File: src/hdl/two_level_event_queue_unit_macros.svh
// Assertion macros used by the event queue RTL.
// No dependencies; the asserting module must have i_clk and i_rst_n.
`ifndef TWO_LEVEL_EVENT_QUEUE_UNIT_MACROS_SVH
`define TWO_LEVEL_EVENT_QUEUE_UNIT_MACROS_SVH

// same-cycle implication
`define TLQ_ASSERT_NOW(label, ante, cons, msg) \
    label: assert property (@(posedge i_clk) disable iff (!i_rst_n) (ante) |-> (cons)) \
        else $error(msg);

// next-cycle implication
`define TLQ_ASSERT_NEXT(label, ante, cons, msg) \
    label: assert property (@(posedge i_clk) disable iff (!i_rst_n) (ante) |=> (cons)) \
        else $error(msg);

`endif

File: src/hdl/tlq_pkg.sv
// Types and codes for the two-level event queue.
// No dependencies.
package tlq_pkg;

    localparam logic OP_PUSH = 1'b0;
    localparam logic OP_POP  = 1'b1;

    localparam logic [2:0] SEL_PARENT = 3'd0;

    localparam logic [1:0] ST_OK    = 2'd0;
    localparam logic [1:0] ST_EMPTY = 2'd1;
    localparam logic [1:0] ST_FULL  = 2'd2;

    typedef enum logic [3:0] {
        S_IDLE,
        S_EXEC,
        S_PRD,
        S_LINK,
        S_LRD,
        S_CRD,
        S_SCAN,
        S_CHK,
        S_SHR,
        S_SHW
    } t_state;

endpackage

File: src/hdl/tlq_ram.sv
// Generic single-write, single-read RAM with registered read data.
// No dependencies.
module tlq_ram #(
    parameter int WIDTH = 32,
    parameter int DEPTH = 64
) (
    input  logic                     i_clk,
    input  logic                     i_we,
    input  logic [$clog2(DEPTH)-1:0] i_waddr,
    input  logic [WIDTH-1:0]         i_wdata,
    input  logic [$clog2(DEPTH)-1:0] i_raddr,
    output logic [WIDTH-1:0]         o_rdata
);

    logic [WIDTH-1:0] r_mem [DEPTH];
    logic [WIDTH-1:0] r_rdata;

    always_ff @(posedge i_clk) begin
        if (i_we) begin
            r_mem[i_waddr] <= i_wdata;
        end
        r_rdata <= r_mem[i_raddr];
    end

    assign o_rdata = r_rdata;

endmodule

File: src/hdl/two_level_event_queue_unit.sv
//  channel  | direction | handshake                 | payload
//  request  | in        | i_start, o_busy           | i_operation, i_queue_select, i_event_data
//  result   | out       | o_result_valid (1 cycle)  | o_status, o_event_out, o_notify
//  config   | in        | i_cfg_valid, o_cfg_ready  | i_cfg_data (notify enable)
// A push, or a pop of an empty queue, ends in S_EXEC; a parent pop reads the head in S_PRD
// and, for a child link, goes on through S_LINK and S_LRD. A child pop reads its head (S_CRD),
// finds its link (S_SCAN, S_CHK) and closes up later entries (S_SHR, S_SHW) via one parent RAM port.
// Reset is synchronous active low; stores need no clearing, fill counts guard reads.
// The result strobe cannot be stalled; the next request may start in that cycle.
// Depends on tlq_pkg, tlq_ram and two_level_event_queue_unit_macros.svh.
`include "two_level_event_queue_unit_macros.svh"

module two_level_event_queue_unit #(
    parameter int NUM_CHILDREN = 4,
    parameter int CHILD_DEPTH  = 16,
    parameter int PARENT_DEPTH = 64,
    parameter int EVENT_WIDTH  = 32
) (
    input  logic        i_clk,
    input  logic        i_rst_n,
    input  logic        i_start,
    output logic        o_busy,
    input  logic        i_operation,
    input  logic [2:0]  i_queue_select,
    input  logic [31:0] i_event_data,
    output logic        o_result_valid,
    output logic [1:0]  o_status,
    output logic [31:0] o_event_out,
    output logic        o_notify,
    input  logic        i_cfg_valid,
    output logic        o_cfg_ready,
    input  logic        i_cfg_data
);

    localparam int PAW = $clog2(PARENT_DEPTH);
    localparam int PFW = $clog2(PARENT_DEPTH + 1);
    localparam int CAW = $clog2(CHILD_DEPTH);
    localparam int CFW = $clog2(CHILD_DEPTH + 1);
    localparam int CIW = (NUM_CHILDREN > 1) ? $clog2(NUM_CHILDREN) : 1;
    localparam int CMD = NUM_CHILDREN * CHILD_DEPTH;
    localparam int CMW = $clog2(CMD);
    localparam int EW  = EVENT_WIDTH + 1;

    tlq_pkg::t_state r_state, n_state;

    logic                   r_op, n_op;
    logic                   r_parent, n_parent;
    logic                   r_is_child, n_is_child;
    logic [CIW-1:0]         r_cidx, n_cidx;
    logic [EVENT_WIDTH-1:0] r_data, n_data;
    logic [PFW-1:0]         r_k, n_k;
    logic [EVENT_WIDTH-1:0] r_ev, n_ev;
    logic [CAW-1:0]         r_chead [NUM_CHILDREN];
    logic [CFW-1:0]         r_cfill [NUM_CHILDREN];
    logic [CAW-1:0]         n_chead_sel;
    logic [CFW-1:0]         n_cfill_sel;
    logic [PAW-1:0]         r_phead, n_phead;
    logic [PFW-1:0]         r_pfill, n_pfill;
    logic                   r_notify_en;
    logic                   r_valid, n_valid;
    logic [1:0]             r_status, n_status;
    logic [EVENT_WIDTH-1:0] r_evout, n_evout;
    logic                   r_nt, n_nt;

    // parent RAM
    logic                   pram_we;
    logic [EW-1:0]          pram_wdata;
    logic [EW-1:0]          pram_rdata;
    // child RAM
    logic                   cram_we;
    logic [CMW-1:0]         cram_addr;
    logic [EVENT_WIDTH-1:0] cram_rdata;

    // shared slot adders
    logic [PFW-1:0]  p_off;
    logic [PFW:0]    p_sum;
    logic [PAW-1:0]  p_slot;
    logic [CFW-1:0]  c_off;
    logic [CFW:0]    c_sum;
    logic [CAW-1:0]  c_slot;

    logic [CAW-1:0]  chead_sel;
    logic [CFW-1:0]  cfill_sel;
    logic            pfull, pempty, cfull, cempty;
    logic            scan_end, link_match, more_after;
    logic [PFW:0]    k_plus1;
    logic [PAW-1:0]  phead_inc;
    logic [CAW-1:0]  chead_inc;
    logic            in_is_child;

    assign chead_sel  = r_chead[r_cidx];
    assign cfill_sel  = r_cfill[r_cidx];
    assign pfull      = (r_pfill == PFW'(PARENT_DEPTH));
    assign pempty     = (r_pfill == '0);
    assign cfull      = (cfill_sel == CFW'(CHILD_DEPTH));
    assign cempty     = (cfill_sel == '0);
    assign scan_end   = (r_k >= r_pfill);
    assign link_match = pram_rdata[EVENT_WIDTH]
                        && (pram_rdata[CIW-1:0] == r_cidx)
                        && (pram_rdata[EVENT_WIDTH-1:0] >> CIW) == '0;
    assign k_plus1    = {1'b0, r_k} + (PFW+1)'(1);
    assign more_after = (k_plus1 < {1'b0, r_pfill});
    assign phead_inc  = (r_phead == PAW'(PARENT_DEPTH - 1)) ? '0 : r_phead + PAW'(1);
    assign chead_inc  = (chead_sel == CAW'(CHILD_DEPTH - 1)) ? '0 : chead_sel + CAW'(1);
    assign in_is_child = (32'(i_queue_select) >= 32'd1)
                         && (32'(i_queue_select) <= 32'(NUM_CHILDREN));

    // offset into the parent ring for this state
    always_comb begin
        case (r_state)
            tlq_pkg::S_EXEC: p_off = (r_op == tlq_pkg::OP_PUSH) ? r_pfill : '0;
            tlq_pkg::S_SCAN: p_off = r_k;
            tlq_pkg::S_SHR:  p_off = k_plus1[PFW-1:0];
            tlq_pkg::S_SHW:  p_off = r_k;
            default:         p_off = '0;
        endcase
    end

    assign p_sum  = {1'b0, PFW'(r_phead)} + {1'b0, p_off};
    assign p_slot = (p_sum >= (PFW+1)'(PARENT_DEPTH))
                    ? PAW'(p_sum - (PFW+1)'(PARENT_DEPTH)) : PAW'(p_sum);

    assign c_off  = (r_state == tlq_pkg::S_EXEC && r_op == tlq_pkg::OP_PUSH) ? cfill_sel : '0;
    assign c_sum  = {1'b0, CFW'(chead_sel)} + {1'b0, c_off};
    assign c_slot = (c_sum >= (CFW+1)'(CHILD_DEPTH))
                    ? CAW'(c_sum - (CFW+1)'(CHILD_DEPTH)) : CAW'(c_sum);
    assign cram_addr = CMW'(CMW'(r_cidx) * CMW'(CHILD_DEPTH)) + CMW'(c_slot);

    // next state
    always_comb begin
        n_state = r_state;
        case (r_state)
            tlq_pkg::S_IDLE: if (i_start) n_state = tlq_pkg::S_EXEC;
            tlq_pkg::S_EXEC: begin
                if (r_op == tlq_pkg::OP_PUSH) begin
                    n_state = tlq_pkg::S_IDLE;
                end else if (r_parent) begin
                    n_state = pempty ? tlq_pkg::S_IDLE : tlq_pkg::S_PRD;
                end else if (r_is_child) begin
                    n_state = cempty ? tlq_pkg::S_IDLE : tlq_pkg::S_CRD;
                end else begin
                    n_state = tlq_pkg::S_IDLE;
                end
            end
            tlq_pkg::S_PRD:  n_state = pram_rdata[EVENT_WIDTH] ? tlq_pkg::S_LINK
                                                                : tlq_pkg::S_IDLE;
            tlq_pkg::S_LINK: n_state = cempty ? tlq_pkg::S_IDLE : tlq_pkg::S_LRD;
            tlq_pkg::S_LRD:  n_state = tlq_pkg::S_IDLE;
            tlq_pkg::S_CRD:  n_state = tlq_pkg::S_SCAN;
            tlq_pkg::S_SCAN: n_state = scan_end ? tlq_pkg::S_IDLE : tlq_pkg::S_CHK;
            tlq_pkg::S_CHK: begin
                if (link_match) begin
                    n_state = (r_k == '0) ? tlq_pkg::S_IDLE : tlq_pkg::S_SHR;
                end else begin
                    n_state = tlq_pkg::S_SCAN;
                end
            end
            tlq_pkg::S_SHR:  n_state = more_after ? tlq_pkg::S_SHW : tlq_pkg::S_IDLE;
            tlq_pkg::S_SHW:  n_state = tlq_pkg::S_SHR;
            default:         n_state = tlq_pkg::S_IDLE;
        endcase
    end

    // datapath and outputs
    always_comb begin
        n_op        = r_op;
        n_parent    = r_parent;
        n_is_child  = r_is_child;
        n_cidx      = r_cidx;
        n_data      = r_data;
        n_k         = r_k;
        n_ev        = r_ev;
        n_chead_sel = chead_sel;
        n_cfill_sel = cfill_sel;
        n_phead     = r_phead;
        n_pfill     = r_pfill;
        n_valid     = 1'b0;
        n_status    = r_status;
        n_evout     = r_evout;
        n_nt        = r_nt;
        pram_we     = 1'b0;
        pram_wdata  = {1'b0, r_data};
        cram_we     = 1'b0;
        case (r_state)
            tlq_pkg::S_IDLE: begin
                if (i_start) begin
                    n_op       = i_operation;
                    n_parent   = (i_queue_select == tlq_pkg::SEL_PARENT);
                    n_is_child = in_is_child;
                    n_cidx     = in_is_child ? CIW'(32'(i_queue_select) - 32'd1) : '0;
                    n_data     = i_event_data[EVENT_WIDTH-1:0];
                    n_k        = '0;
                end
            end
            tlq_pkg::S_EXEC: begin
                n_valid  = (r_op == tlq_pkg::OP_PUSH) || !(r_parent ? !pempty
                                                        : (r_is_child && !cempty));
                n_evout  = '0;
                n_nt     = 1'b0;
                if (r_op == tlq_pkg::OP_PUSH) begin
                    if (r_parent && !pfull) begin
                        pram_we  = 1'b1;
                        n_pfill  = r_pfill + PFW'(1);
                        n_status = tlq_pkg::ST_OK;
                    end else if (r_is_child && !pfull && !cfull) begin
                        pram_we     = 1'b1;
                        pram_wdata  = {1'b1, EVENT_WIDTH'(r_cidx)};
                        cram_we     = 1'b1;
                        n_pfill     = r_pfill + PFW'(1);
                        n_cfill_sel = cfill_sel + CFW'(1);
                        n_status    = tlq_pkg::ST_OK;
                        n_nt        = r_notify_en;
                    end else begin
                        n_status = tlq_pkg::ST_FULL;
                    end
                end else begin
                    n_status = tlq_pkg::ST_EMPTY;
                    if (r_is_child && !cempty) begin
                        n_chead_sel = chead_inc;
                        n_cfill_sel = cfill_sel - CFW'(1);
                    end
                end
            end
            tlq_pkg::S_PRD: begin
                n_phead = phead_inc;
                n_pfill = r_pfill - PFW'(1);
                if (!pram_rdata[EVENT_WIDTH]) begin
                    n_valid  = 1'b1;
                    n_status = tlq_pkg::ST_OK;
                    n_evout  = pram_rdata[EVENT_WIDTH-1:0];
                end else begin
                    n_cidx = pram_rdata[CIW-1:0];
                end
            end
            tlq_pkg::S_LINK: begin
                if (cempty) begin
                    // stale link: nothing to hand out
                    n_valid  = 1'b1;
                    n_status = tlq_pkg::ST_OK;
                    n_evout  = '0;
                end else begin
                    n_chead_sel = chead_inc;
                    n_cfill_sel = cfill_sel - CFW'(1);
                end
            end
            tlq_pkg::S_LRD: begin
                n_valid  = 1'b1;
                n_status = tlq_pkg::ST_OK;
                n_evout  = cram_rdata;
            end
            tlq_pkg::S_CRD: begin
                n_ev = cram_rdata;
                n_k  = '0;
            end
            tlq_pkg::S_SCAN: begin
                if (scan_end) begin
                    n_valid  = 1'b1;
                    n_status = tlq_pkg::ST_OK;
                    n_evout  = r_ev;
                end
            end
            tlq_pkg::S_CHK: begin
                if (link_match) begin
                    if (r_k == '0) begin
                        n_phead  = phead_inc;
                        n_pfill  = r_pfill - PFW'(1);
                        n_valid  = 1'b1;
                        n_status = tlq_pkg::ST_OK;
                        n_evout  = r_ev;
                    end
                end else begin
                    n_k = r_k + PFW'(1);
                end
            end
            tlq_pkg::S_SHR: begin
                if (!more_after) begin
                    n_pfill  = r_pfill - PFW'(1);
                    n_valid  = 1'b1;
                    n_status = tlq_pkg::ST_OK;
                    n_evout  = r_ev;
                end
            end
            tlq_pkg::S_SHW: begin
                // close up: entry k takes entry k+1
                pram_we    = 1'b1;
                pram_wdata = pram_rdata;
                n_k        = r_k + PFW'(1);
            end
            default: begin
            end
        endcase
    end

    always_ff @(posedge i_clk) begin
        if (!i_rst_n) begin
            r_state     <= tlq_pkg::S_IDLE;
            r_phead     <= '0;
            r_pfill     <= '0;
            r_notify_en <= 1'b0;
            r_valid     <= 1'b0;
            for (int i = 0; i < NUM_CHILDREN; i++) begin
                r_chead[i] <= '0;
                r_cfill[i] <= '0;
            end
        end else begin
            r_state <= n_state;
            r_phead <= n_phead;
            r_pfill <= n_pfill;
            r_valid <= n_valid;
            r_chead[r_cidx] <= n_chead_sel;
            r_cfill[r_cidx] <= n_cfill_sel;
            if (i_cfg_valid) begin
                r_notify_en <= i_cfg_data;
            end
        end
    end

    always_ff @(posedge i_clk) begin
        r_op       <= n_op;
        r_parent   <= n_parent;
        r_is_child <= n_is_child;
        r_cidx     <= n_cidx;
        r_data     <= n_data;
        r_k        <= n_k;
        r_ev       <= n_ev;
        r_status   <= n_status;
        r_evout    <= n_evout;
        r_nt       <= n_nt;
    end

    tlq_ram #(
        .WIDTH (EW),
        .DEPTH (PARENT_DEPTH)
    ) u_parent_ram (
        .i_clk   (i_clk),
        .i_we    (pram_we),
        .i_waddr (p_slot),
        .i_wdata (pram_wdata),
        .i_raddr (p_slot),
        .o_rdata (pram_rdata)
    );

    tlq_ram #(
        .WIDTH (EVENT_WIDTH),
        .DEPTH (CMD)
    ) u_child_ram (
        .i_clk   (i_clk),
        .i_we    (cram_we),
        .i_waddr (cram_addr),
        .i_wdata (r_data),
        .i_raddr (cram_addr),
        .o_rdata (cram_rdata)
    );

    assign o_busy         = (r_state != tlq_pkg::S_IDLE);
    assign o_cfg_ready    = 1'b1;
    assign o_result_valid = r_valid;
    assign o_status       = r_status;
    assign o_event_out    = 32'(r_evout);
    assign o_notify       = r_nt;

    `TLQ_ASSERT_NOW(a_result_ends_work, o_result_valid, $past(o_busy),
        "result beat without a preceding busy item")
    `TLQ_ASSERT_NEXT(a_start_goes_busy, i_start && !o_busy, o_busy,
        "accepted item did not raise busy")
    `TLQ_ASSERT_NOW(a_fill_bound, 1'b1, r_pfill <= PFW'(PARENT_DEPTH),
        "parent fill beyond depth")
    `TLQ_ASSERT_NOW(a_notify_ok, o_result_valid && o_notify,
        o_status == tlq_pkg::ST_OK && o_event_out == '0,
        "notify on a beat that is not an accepted push")

endmodule

File: config.mk
export PLATFORM = sky130hd
export DESIGN_NAME = two_level_event_queue_unit
export DESIGN_NICKNAME = d
export VERILOG_FILES = /design/src/hdl/tlq_pkg.sv /design/src/hdl/tlq_ram.sv /design/src/hdl/two_level_event_queue_unit.sv
export VERILOG_INCLUDE_DIRS = /design/src /design/src/hdl
export SDC_FILE = /design/constraint.sdc
export NUM_CORES = 2
export LEC_CHECK = 0
export BUFFER_PORTS_ARGS = -buffer_cell sky130_fd_sc_hd__buf_2
export CAP_MARGIN = 10
export CELL_PAD_IN_SITES_DETAIL_PLACEMENT = 1
export CELL_PAD_IN_SITES_GLOBAL_PLACEMENT = 1
export CORE_MARGIN = 1
export CORE_UTILIZATION = 33
export CTS_CLUSTER_DIAMETER = 50
export DETAILED_ROUTE_END_ITERATION = 12
export GPL_TIMING_DRIVEN = 1
export PLACE_DENSITY_LB_ADDON = 0.1
export SLEW_MARGIN = 15
export SYNTH_ARGS = -nofsm -noshare
export SYNTH_HDL_FRONTEND = slang
export SYNTH_MEMORY_MAX_BITS = 65536
export SYNTH_SLANG_ARGS = --single-unit
File: constraint.sdc
create_clock -name i_clk -period 10.1 [get_ports i_clk]
set_clock_uncertainty 0.05 [all_clocks]
set_input_delay 1.515 -clock i_clk [delete_from_list [all_inputs] [get_ports i_clk]]
set_output_delay 1.515 -clock i_clk [all_outputs]
set_load 0.01 [all_outputs]
# Word level (Yosys, flattened, before mapping)
# Memories as Yosys holds them, arrays and structs flattened. A register that Yosys moved wholly into a read port is not among the register bits.
# Index checks and enable logic that the tools add are counted.
[word_totals]
ff_bits = 130
ramBits = 4196
input_bits = 41
output_inout_bits = 38
mem_count = 4
[mem_list]
columns = ["memory", "depth", "word_bits", "read_ports", "rd_clocked_by_memory_dff", "wr", "line", "text"]
rows = [
  ["u_parent_ram.r_mem", 64, 33, 1, 1, 1, "tlq_ram.sv:15", "logic [WIDTH-1:0] r_mem [DEPTH];"],
  ["u_child_ram.r_mem", 64, 32, 1, 1, 1, "tlq_ram.sv:15", ""],
  ["r_cfill", 4, 5, 1, 1, 4, "two_level_event_queue_unit.sv:54", "logic [CFW-1:0] r_cfill [NUM_CHILDREN];"],
  ["r_chead", 4, 4, 1, 1, 4, "two_level_event_queue_unit.sv:53", "logic [CAW-1:0] r_chead [NUM_CHILDREN];"],
]
[classes]
add_sub_neg = 14
order_cmp = 6
n_eq_ne = 25
mux = 97
bitwise_logic = 2
n_reduce_logical = 36
[ops]
columns = ["op", "n"]
rows = [
  ["case mux 32 bit (7 select lines)", 1],
  ["two-way mux 32 bit", 6],
  ["two-way mux 33 bit", 3],
  ["case mux 33 bit (2 select lines)", 1],
  ["two-way mux 7 bit", 9],
  ["case mux 7 bit (4 select lines)", 2],
  ["two-way mux 4 bit", 10],
  ["two-way mux 2 bit", 18],
  ["case mux 4 bit (9 select lines)", 1],
  ["two-way mux 5 bit", 7],
  ["logical NOT 32 bit", 1],
  ["two-way mux 6 bit", 4],
  ["two-way mux 1 bit", 21],
  ["case mux 7 bit (3 select lines)", 1],
  ["two-way mux 3 bit", 6],
  ["inequality test 2 bit (second input constant)", 9],
  ["== test 4 x 3 -> 1 bit (second input constant)", 4],
  ["adder 7 x 1 -> 7 bit (second input constant)", 2],
  ["logical NOT 7 bit", 2],
  ["case mux 2 bit (7 select lines)", 1],
  ["== test 4 bit (second input constant)", 3],
  ["case mux 6 bit (2 select lines)", 1],
  ["nonzero test 4 bit", 3],
  ["case mux 5 bit (2 select lines)", 1],
  ["47 further kinds", 63],
]

# Depth between registers and ports, before layout
[logic_depth]
word_depth = 10
depth_mapped = 18
ltp_nobuf = 14

# By module
# Synthesis repeated with hierarchy kept, for this count alone.
[hier_totals]
hier_cells = 7901
hier_area_um2 = 169423.7
[modules_own_cells]
columns = ["mod", "instances", "cells_each", "area_per_inst_um2"]
rows = [
  ["tlq_ram at u_parent_ram", 1, 3598, 81192.9],
  ["tlq_ram at u_child_ram", 1, 3532, 79148.4],
  ["two_level_event_queue_unit", 1, 771, 9082.5],
]

# Least setup slack after synthesis
# Ideal clock, no wire load.
[synth_timing]
kind = "reg-to-reg"
start = "register r_state[3]"
end = "memory u_parent_ram.r_mem[20][0] in the netlist's numbering (enable)"
setup_ns = 0.423
t_arrival_ns = 4.945
slack_ns = 4.682
stages_incl_launch_ff = 15
period_less_slack_ns = 5.418
cell_sequence = "dfxtp_1 > or4b_4 > nor2_1 > a22oi_1 > o21ai_0 > ha_1 > fa_1 > xor2_1 > buf_2 > buf_2 > buf_2 > clkbuf_1 > clkbuf_1 > nand2_1 > nor2_1"
[synth_via]
elab_chain_cells = 6
[synth_lines]
columns = ["item", "line", "text"]
rows = [
  ["start: declaration", "two_level_event_queue_unit.sv:44", "tlq_pkg::t_state r_state, n_state;"],
  ["start signal: assignment", "two_level_event_queue_unit.sv:296", "r_state <= tlq_pkg::S_IDLE;"],
  ["start signal: assignment", "two_level_event_queue_unit.sv:306", "r_state <= n_state;"],
  ["== test 4 x 3 -> 1 bit / == test 4 bit (equally long branches)", "two_level_event_queue_unit.sv:110, two_level_event_queue_unit.sv:184", ""],
  ["OR reduction 2 bit (no source line)", "--", ""],
  ["case mux 7 bit (3 select lines)", "two_level_event_queue_unit.sv:110", "case (r_state)"],
  ["adder 6 x 7 -> 8 bit", "two_level_event_queue_unit.sv:119", "assign p_sum = {1'b0, PFW'(r_phead)} + {1'b0, p_off};"],
  ["greater-or-equal comparator 8 x 7 -> 1 bit / subtractor 6 x 1 -> 6 bit (equally long branches)", "two_level_event_queue_unit.sv:120, two_level_event_queue_unit.sv:121", ""],
  ["two-way mux 6 bit", "two_level_event_queue_unit.sv:121", "? PAW'(p_sum - (PFW+1)'(PARENT_DEPTH)) : PAW'(p_sum);"],
  ["end: declaration", "tlq_ram.sv:15", ""],
]
# Parallel ways exist; a longest one is shown, timed or not.

# Final worst setup path
[layout_timing]
start = "register r_state[1]"
end = "memory u_parent_ram.r_mem[54][0] in the netlist's numbering (enable)"
# The elaborated chain is that of the path after synthesis.

==> metrics.txt <==
post-layout minimum cycle time=7.40 ns; first-pass GRT wire length=903000 um; synthesized netlist net count=10000; width of the die=723 um; area delta synth->final=17.2%; number of enable-type register cells in the synthesized netlist=4307; Hold Path Class=flip-flop to flip-flop; fin crit share=73.2%; Via-to-Cell Ratio=5.68; largest net degree at the start of global routing=118; max cap viols=0; clock latency at the later pin of the worst-skew pair=1.09 ns; cts repair resizes=0; maximum level of the CTS H-tree=6; post-placement cell count=16700; final hold viol count=0; Site Rows=264; Core ar.=518000 um2; number of buffers added by the clock tree synthesis step=549; critical path type=flip-flop to flip-flop; unrepaired setup endpoints after global routing=false; count of different cell masters after synthesis=85; max-slew violation total from the final report=0; met2 wire length=332000 um; total of warnings raised by yosys=0; Layout Cells excl Fill=17700; highest routed metal layer=met5; async set-reset flop share out of synthesis=0%; initial antenna violation count=52; count of clock tree sinks=4393; number of routed nets with antenna violations=0; # setup viols final=0; crit path capture type=flip-flop; total of hold buffers inserted after clock tree synthesis=0; Arrival @ worst endpoint=8.02 ns; die area=523000 um2; Leak=0.0642 uW; most instantiated flip-flop cell in the synthesis netlist=sky130_fd_sc_hd__edfxtp_1; 1st-pass router iterations=6; number of port buffers=77; # DRC=0; maximum clock path buffer count=4; CTS Root Cell=sky130_fd_sc_hd__clkbuf_16; Synth Cell Area=172000 um2; detailed-route wire length per cell=37.6 um; transition time at the pin with the least slew margin=1.34 ns; average instance area after synthesis=17.2 um2; met3 routed wirelength=33200 um; vias in the first global route=103000; violation count after the first detailed-route iteration=10400; Post-CTS Repair Setup Buffers=0; Remaining Overflow, GRT=0; number of register bits inferred by synthesis=4393; most frequent cells in the layout=sky130_fd_sc_hd__edfxtp_1, sky130_fd_sc_hd__nand2_1, sky130_fd_sc_hd__mux2i_1; peak clock frequency supported by timing=135 MHz; Worst-path clk slew=0.06 ns; proportion of synthesized chip area in sequential cells=76.3%; initial standard-cell utilization of the core=33.2%; Peak VDD IR=0.174 mV; post-route met1 wirelength=275000 um; Worst Path Required=10.72 ns; RD Place Congestion=0.862; Post-Syn Instances=9965; num ports=79; post-detailed-routing wire length=667000 um; nature of the critical path startpoint=flip-flop; overall routing resource usage=24.9%; DIE HEIGHT=723 um; fraction of final layout cells sized beyond drive strength 1=19.5%; DP Wirelength=397000 um; worst slew margin relative to its limit=10.8%; largest fanout of any net on the critical path=22; total power per unit cell area=225 nW/um2; status=finished, final reports clean; CTS tree=yes; leading cell type in the layout, fill and taps excluded=sky130_fd_sc_hd__edfxtp_1; final net count=10400; detailed-route via count=101000; sum of negative setup slack=0 ns; total of fill cells in the finished design=50500
[report_power, final]
| part | internal [uW] | switching [uW] |
|---|---|---|
| Clock | 11400 | 7990 |
| Sequential | 20300 | 302 |
| Combinational | 1490 | 3730 |
| Total | 33200 | 12000 |
[routing by layer]
| metal | vias to the layer above | track usage, % |
|---|---|---|
| met1 | 55000 | 32.4 |
| met3 | 921 | 2.92 |
| met2 | 3444 | 42.9 |
| li1 | 41300 | - |
| met5 | - | 0 |
| met4 | 8 | 9.03 |
[final timing paths]
path	start	end	slack (ns)	cells after the start
max	r_state[1]	u_parent_ram.r_mem[54][0]	2.70	14
min	u_child_ram.o_rdata[21]	r_ev[21]	0.39	0
max reg2reg	r_state[1]	u_parent_ram.r_mem[54][0]	2.70	14
min reg2reg	u_child_ram.o_rdata[21]	r_ev[21]	0.39	0
[critical path, cell delays in order (launching register included)]
cell and delay, ns:
sky130_fd_sc_hd__dfxtp_1 0.58, sky130_fd_sc_hd__or4b_4 0.68, sky130_fd_sc_hd__nor2_1 0.52, sky130_fd_sc_hd__a222oi_1 0.26, sky130_fd_sc_hd__inv_1 0.16, sky130_fd_sc_hd__ha_1 0.27
sky130_fd_sc_hd__a211oi_1 0.52, sky130_fd_sc_hd__o21bai_1 0.19, sky130_fd_sc_hd__a21oi_1 0.27, sky130_fd_sc_hd__xnor2_1 0.41, sky130_fd_sc_hd__xor2_4 0.40, sky130_fd_sc_hd__buf_4 0.44
sky130_fd_sc_hd__nand4_1 0.80, sky130_fd_sc_hd__nor2_4 0.87, sky130_fd_sc_hd__buf_4 0.54
[flip-flops by register name, summed over array words and instances, names as in the netlist, 16 cells and up, named ones only]
name and count:
r_ev 32, r_data 32, r_chead 16, u_child_ram.o_rdata 32, u_child_ram.r_mem 2048, u_parent_ram.r_mem 2112, r_cfill 20, u_parent_ram.o_rdata 33
o_event_out 32
[cell type report]
class	instances	area, um2	share of cell area [%]
well taps	6916	8650	4.30
inverters	71	294	0.146
clock inverters	299	3070	1.53
repair buffers	548	4580	2.27
flip-flops and latches	4393	131000	65.1
diodes	31	77.6	0.0385
multi-input cells	4802	39000	19.4
clock buffers	680	14600	7.23
[logic make-up after synthesis]
kind of cell / after synthesis / share of synthesized area, %
fa+ha+maj: 39 / 0.297
flops: 4393 / 76.3
mux: 1092 / 9.28
xor+xnor: 26 / 0.150
buf+inv: 770 / 1.82
compound gates: 1834 / 7.27
other cells: 1 / 0.00218
simple gates: 1810 / 4.84
[Yosys cell counts, drive strengths merged (37+ instances only)]
cell type,number,area share (%)
nand3,322,0.94
mux2i,601,3.5
nor3,38,0.11
o211ai,56,0.24
a311oi,115,0.59
and3,221,0.81
a211oi,60,0.26
clkbuf,396,0.87
o21ai,193,0.56
mux4,390,5.1
nor4,37,0.14
o22ai,248,0.90
a221oi,188,0.96
dfxtp,86,1.0
buf,303,0.80
nand2,668,1.5
a222oi,40,0.23
mux2,101,0.66
edfxtp,4307,75
inv,68,0.15
a21oi,440,1.3
nor2,399,0.87
a31oi,192,0.70
[metrics by stage]
stage / hold slack [ns] / utilization [%] / area, um2 / total power [uW] / setup WS, ns
3_5_place_dp: 0.381 / 35.5 / 184000 / 26200 / 2.79
6_report: 0.390 / 38.9 / 201000 / 45200 / 2.70
4_1_cts: 0.393 / 38.9 / 201000 / 45600 / 2.76
3_3_place_gp: 0.374 / 35.4 / 183000 / 26200 / 2.41
5_1_grt: 0.422 / 38.9 / 201000 / 46300 / 2.37
2_1_floorplan: 0.359 / - / 172000 / 23400 / 4.68
Note: power is estimated with default switching activity, not from simulation.
